[src/hdl/tmr_pkg.sv]
// Shared types and constants of the text mode pixel renderer.
`timescale 1ns / 1ps

package tmr_pkg;

  localparam int ADDR_W  = 20;
  localparam int BYTE_W  = 8;
  localparam int PX_W    = 10;
  localparam int PY_W    = 9;
  localparam int COLOR_W = 24;
  localparam int PAL_W   = 4;

  localparam logic [ADDR_W-1:0] TEXT_BASE_RESET = 20'h0B800;
  localparam logic [ADDR_W-1:0] FONT_BASE_RESET = 20'h0C800;

  // Result queue behind the pipeline; a power of two so the pointers wrap.
  localparam int RES_FIFO_DEPTH = 8;
  localparam int RES_PTR_W      = 3;
  localparam int RES_CNT_W      = 4;

  typedef enum logic {
    FUNC_WRITE  = 1'b0,
    FUNC_RENDER = 1'b1
  } func_e;

  typedef enum logic {
    REG_TEXT_BASE = 1'b0,
    REG_FONT_BASE = 1'b1
  } cfg_reg_e;

  typedef struct packed {
    func_e             func;
    logic [ADDR_W-1:0] byte_address;
    logic [BYTE_W-1:0] byte_value;
    logic [PX_W-1:0]   pixel_x;
    logic [PY_W-1:0]   pixel_y;
  } in_item_t;

  typedef struct packed {
    logic [COLOR_W-1:0] pixel_color;
    logic [PAL_W-1:0]   palette_index;
    logic               is_foreground;
  } result_t;

  localparam logic [COLOR_W-1:0] PALETTE [16] = '{
    24'h000000, 24'h0000aa, 24'h00aa00, 24'h00aaaa,
    24'haa0000, 24'haa00aa, 24'haa5500, 24'haaaaaa,
    24'h555555, 24'h5555ff, 24'h55ff55, 24'h55ffff,
    24'hff5555, 24'hff55ff, 24'hffff55, 24'hffffff
  };

endpackage

[src/hdl/tmr_res_fifo.sv]
// Result queue between the render pipeline and the output channel.
`timescale 1ns / 1ps

module tmr_res_fifo (
  input  logic             clk_i,
  input  logic             rst_ni,
  input  logic             push_i,
  input  tmr_pkg::result_t push_data_i,
  input  logic             pop_i,
  output logic             valid_o,
  output tmr_pkg::result_t data_o
);
  import tmr_pkg::*;

  result_t              buf_q [RES_FIFO_DEPTH];
  logic [RES_PTR_W-1:0] wr_ptr_q, rd_ptr_q;
  logic [RES_CNT_W-1:0] cnt_q, cnt_d;

  always_comb begin
    cnt_d = cnt_q;
    if (push_i && !pop_i) begin
      cnt_d = cnt_q + RES_CNT_W'(1);
    end else if (pop_i && !push_i) begin
      cnt_d = cnt_q - RES_CNT_W'(1);
    end
  end

  always_ff @(posedge clk_i or negedge rst_ni) begin
    if (!rst_ni) begin
      wr_ptr_q <= '0;
      rd_ptr_q <= '0;
      cnt_q    <= '0;
    end else begin
      if (push_i) begin
        wr_ptr_q <= wr_ptr_q + RES_PTR_W'(1);
      end
      if (pop_i) begin
        rd_ptr_q <= rd_ptr_q + RES_PTR_W'(1);
      end
      cnt_q <= cnt_d;
    end
  end

  always_ff @(posedge clk_i) begin
    if (push_i) begin
      buf_q[wr_ptr_q] <= push_data_i;
    end
  end

  assign valid_o = (cnt_q != '0);
  assign data_o  = buf_q[rd_ptr_q];

endmodule

[config.mk]
export PLATFORM = sky130hd
export DESIGN_NAME = tmr_res_fifo
export DESIGN_NICKNAME = d
export VERILOG_FILES = /design/src/hdl/tmr_pkg.sv /design/src/hdl/tmr_res_fifo.sv
export SDC_FILE = /design/constraint.sdc
export NUM_CORES = 1
export LEC_CHECK = 0
export ABC_AREA = 1
export ABC_CLOCK_PERIOD_IN_PS = 6600
export BUFFER_PORTS_ARGS = -buffer_cell sky130_fd_sc_hd__clkbuf_2
export CAP_MARGIN = 20
export CORE_MARGIN = 1
export CORE_UTILIZATION = 44
export CTS_CLUSTER_DIAMETER = 120
export DETAILED_ROUTE_END_ITERATION = 10
export PLACE_DENSITY = 0.66
export RECOVER_POWER = 50
export SETUP_SLACK_MARGIN = 0.1
export SLEW_MARGIN = 20
export SYNTH_ARGS = -nofsm -noshare
export SYNTH_HDL_FRONTEND = slang
export SYNTH_SLANG_ARGS = --single-unit
[constraint.sdc]
create_clock -name clk_i -period 6.6 [get_ports clk_i]
set_input_delay 0.33 -clock clk_i [delete_from_list [all_inputs] [get_ports clk_i]]
set_output_delay 0.33 -clock clk_i [all_outputs]
set_load 0.01 [all_outputs]
## Word level (Yosys, flattened, before mapping)

Memories as Yosys holds them, arrays and structs flattened.
Index checks and enable logic that the tools add are counted.

| storage, ports and cells | value |
|---|---|
| memories | 1 |
| bits of input ports | 33 |
| bits in writable memories | 232 |
| output and inout bits | 30 |
| bits in registers | 10 |
| word-level logic and storage cells | 18 |

| cells by class | value |
|---|---|
| reduce and logical (&&, ||, !) cells | 6 |
| mux-type cells | 4 |
| $add $sub $neg | 4 |

Memories:

| memory | depth | bits a word | read ports | clocked after memory_dff | write ports | RTL line | text |
|---|---|---|---|---|---|---|---|
| buf_q | 8 | 29 | 1 | 0 | 1 | tmr_res_fifo.sv:15 | `result_t buf_q [RES_FIFO_DEPTH];` |

Operators by type and width:

| kind | number |
|---|---|
| $mux W4 | 2 |
| $add A3 B1 Y3 const B | 2 |
| $add A4 B1 Y4 const B | 1 |
| $reduce_bool A4 Y1 | 1 |
| $sub A4 B1 Y4 const B | 1 |
| $logic_and A1 B1 Y1 | 2 |
| $logic_not A1 Y1 | 2 |
| $mux W1 | 2 |
| $reduce_bool A2 Y1 | 1 |

## Depth between registers and ports, before layout

| logic depth | value |
|---|---|
| word-level depth | 4 |
| gate-level depth with buffers | 10 |
| depth with buffers taken out | 10 |

## Worst setup path before layout

Ideal clock, no wire load.

| path | value |
|---|---|
| kind | flip-flop to flip-flop |
| start | reg wr_ptr_q[0] |
| end | mem buf_q[0][0] (netlist name) (enable) |
| clock period less this slack | 2.380 ns |
| arrival | 1.965 ns |
| setup time | 0.415 ns |
| slack | 4.220 ns |
| stages on the path, launching flop included | 3 |
| data required time | 6.185 ns |
| path buffers | 0 |
| path through | dfrtp_1 > or2_2 > nor2_1 |

RTL lines:

| what | RTL line | text |
|---|---|---|
| start, declared | tmr_res_fifo.sv:16 | `logic [RES_PTR_W-1:0] wr_ptr_q, rd_ptr_q;` |
| start signal, assigned | tmr_res_fifo.sv:35 | `wr_ptr_q <= wr_ptr_q + RES_PTR_W'(1);` |
| end, declared | tmr_res_fifo.sv:15 |  |

No word-level cell before the write port.

==> summary.md <==
| Metric | Value |
|---|---|
| Vertical extent of the die | 152 microns |
| Port bufs | 62 |
| Number of core rows | 54 |
| CORE AREA | 0.0219 sq mm |
| Maximum buffer depth of the clock tree | 3 |
| X dimension of the die | 152 microns |
| Final count of hold timing violations | 0 |
| Most common library cells after synthesis | sky130_fd_sc_hd__nand2_1 (346), sky130_fd_sc_hd__edfxtp_1 (232), sky130_fd_sc_hd__nor2_1 (69), sky130_fd_sc_hd__o21ai_0 (69), sky130_fd_sc_hd__o21ai_1 (50) |
| Top cells by area, synth | sky130_fd_sc_hd__edfxtp_1 (71%), sky130_fd_sc_hd__nand2_1 (13%), sky130_fd_sc_hd__o21ai_0 (3.5%) |
| Count of maximum capacitance violations | 0 |
| WS Path Type | flop to output port |
| Combined area of the multi-input logic cells | 0.00236 sq mm |
| Synthesized netlist net count | 888 |
| Clock sinks | 242 |
| Setup ws final | 2900 ps |
| Result of the run | completed |
| Most instantiated library cell after synthesis | sky130_fd_sc_hd__nand2_1 |
| Via/cell ratio | 5.10 |
| Instance count along the most critical hold path | 2 |
| Critical Path AT | 3370 ps |
| Detailed Routing Iterations Pass 1 | 5 |
| Count of inserted antenna diode cells | 0 |
| Predominant post-synthesis flop cell | sky130_fd_sc_hd__edfxtp_1 |
| Max stage delay cell, worst path | sky130_fd_sc_hd__dfrtp_1 |
| Type of element capturing the critical path | output port |
| Register area | 0.00722 sq mm |
| Category of the worst setup path launch point | flop |
| Gp weighted congestion | 0.700 |
| Skew-Pair Late Insertion Delay | 510 ps |
| Fillers | 1909 |
| Routed len/inst | 16.8 microns |
| Post-synth EDFFs | 232 |
| Gr usage total | 18.1% |
| Post-synth top area share | 70.6% |
| Number of gates on the worst path with buffers counted | 8 |
| Number of clock buffers inserted by TritonCTS | 25 |
| First-iteration detailed-routing DRC count | 397 |
| Max Transition Viols Final | 0 |
| Dpl hpwl | 10.4 mm |
| # setup viols final | 0 |
| Biggest fanout along the worst timing path | 78 |
| Total number of H-tree levels | 1 |
| Post-route clock period utilization | 56.1% |
| Share of cells above drive strength 1 | 9.65% |
| Critical path cell sequence | buf_4, nand2_1, nand2_1, nand2_1, o21ai_1, nand2_1, nand2_1, clkbuf_2 |
| Starting utilization of the core area | 45.1% |
| Worst Max-Slew Pin Slew | 1460 ps |
| Sequential share of the synthesized area | 73.1% |
| Number of buffer and inverter instances along the worst setup path | 2 |
| CP Data Required Time | 6270 ps |
| Yosys reg bits | 242 |
| Netlist area before placement | 0.00987 sq mm |
| Floorplan die area | 0.0230 sq mm |
| DP Worst Slack | 4110 ps |
| Worst-path clk slew | 60 ps |
| Clk Tree Root Cell | sky130_fd_sc_hd__clkbuf_16 |
| RSZ-0062 raised after global routing | no |
| Initial antenna violation count | 0 |
| Total negative setup slack | 0 ps |
| Register-to-register setup slack | 4300 ps |
| Number of top-level pins | 63 |
| CTS tree | yes |
| Cell seen most often among critical-path stages | sky130_fd_sc_hd__nand2_1 |
| Global-route wire length before repair | 31.5 mm |
| Placed standard-cell area | 0.0104 sq mm |
| Class of the most critical hold timing path | input pin to flop |
| Post-layout minimum cycle time | 3700 ps |
| DRC errors left | 0 |
| Peak supply drop | 0.238 mV |
| Count of unique library cells instantiated by Yosys | 21 |
| Vias in the first global route | 5939 |
| Fraction of registers with async set/reset | 4.13% |
| Routed WL | 20.2 mm |
| Rel. slew slack | 2.47% |
| Synth area leader | sky130_fd_sc_hd__edfxtp_1 |
| Count of antenna-violating nets left after detailed routing | 0 |
| Leakage power summed over all cells | 0.00420 uW |
| Power density over the cells | 437 mW/mm^2 |
| Pin count of the biggest net entering global routing | 117 |
| Routed vias | 6128 |
| Post-synthesis area per instance | 11.6 sq um |
| Yosys warning count | 0 |
| Reg2reg path depth | 3 |
| Signed area change from the synthesized netlist to the final layout | 13.5% |
| Max Freq | 0.270 GHz |
| Setup skew after layout | 14.4 ps |
| Quantity of gates resized following cts | 0 |
| Top Family by Delay on Critical Path | flip-flops |
| Finished layout cell area | 0.0112 sq mm |
| Final global-route overflow total | 0 |
| Mapped Cells | 849 |
| Slowest cell delay on critical path | 1320 ps |
| Number of nets at the end of the flow | 943 |
-- cell usage in the layout (no fill, tap or decap), drive strengths merged --
master / instances
nor2: 69
clkinvlp: 1
buf: 9
edfxtp: 232
xnor2: 2
dfrtp: 10
dlygate4sd3: 1
fa: 1
nand3: 2
o21ai: 119
clkbuf: 91
bufinv: 2
clkinv: 13
nand2: 346
ha: 5
xor2: 3
a21oi: 1
or2: 2
inv: 13
-- final cells by class --
type	instances	share of cell area, %
flip-flops and latches	242	64.4
multi-input cells	550	21.1
clock buffers	29	5.72
repair buffers	72	4.02
well taps	280	3.13
clock inverters	16	1.17
inverters	13	0.502
-- path summary, 6_finish.rpt --
check	from	to
max in group asynchronous	rst_ni	rd_ptr_q[1]
worst max register to register	wr_ptr_q[0]	buf_q[3][9]
worst min register to register	cnt_q[2]	cnt_q[2]
min in group asynchronous	rst_ni	rd_ptr_q[0]
worst min-delay path	pop_i	rd_ptr_q[0]
worst max-delay path	rd_ptr_q[0]	data_o[25]
-- stage by stage --
stage | power, uW | utilization [%] | hold slack [ps] | instances
2_1_floorplan | 3130 | - | 34.4 | 849
3_3_place_gp | 3570 | 47.2 | 217 | 1151
3_5_place_dp | 3610 | 47.5 | 217 | 1153
4_1_cts | 4930 | 51.0 | 65.7 | 1199
5_1_grt | 5220 | 51.2 | 83.4 | 1202
6_report | 4890 | 51.2 | 74.1 | 1202
-- cells by family (layout without fill, tap and decap cells) --
group	after synthesis	count (layout)	synth area share, %
compound gates	120	120	6.08
flops	242	242	73.1
fa+ha+maj	6	6	0.836
xor+xnor	5	5	0.444
buf+inv	57	130	3.54
simple gates	419	419	16.0
-- power breakdown --
part | leakage, uW | internal (uW) | switching (uW)
Sequential | 0.00223 | 1870 | 93.3
Clock | 0.000383 | 771 | 552
Combinational | 0.00160 | 503 | 1100
-- per-layer routing --
metal  wire (microns)  part of all wire (%)  track usage [%]  vias to the layer above
met1             8850                    44             23.1                     2991
met5                0                     0                0                        -
met2            10200                    50             32.1                      118
li1                 -                     -                -                     2992
met3              879                   4.3             2.72                       27
met4              358                   1.8             4.36                        0
-- registers in the layout (all words and copies together) (netlist names) --
name      cells
cnt_q         4
rd_ptr_q      3
wr_ptr_q      3
buf_q       232
-- repair_timing --
item | CTS | global route
hold buffers | 1 | 0
endpoints found under the hold margin | 10 | 0
buffers inserted | 0 | 0
(Power assumes the default switching activity.)
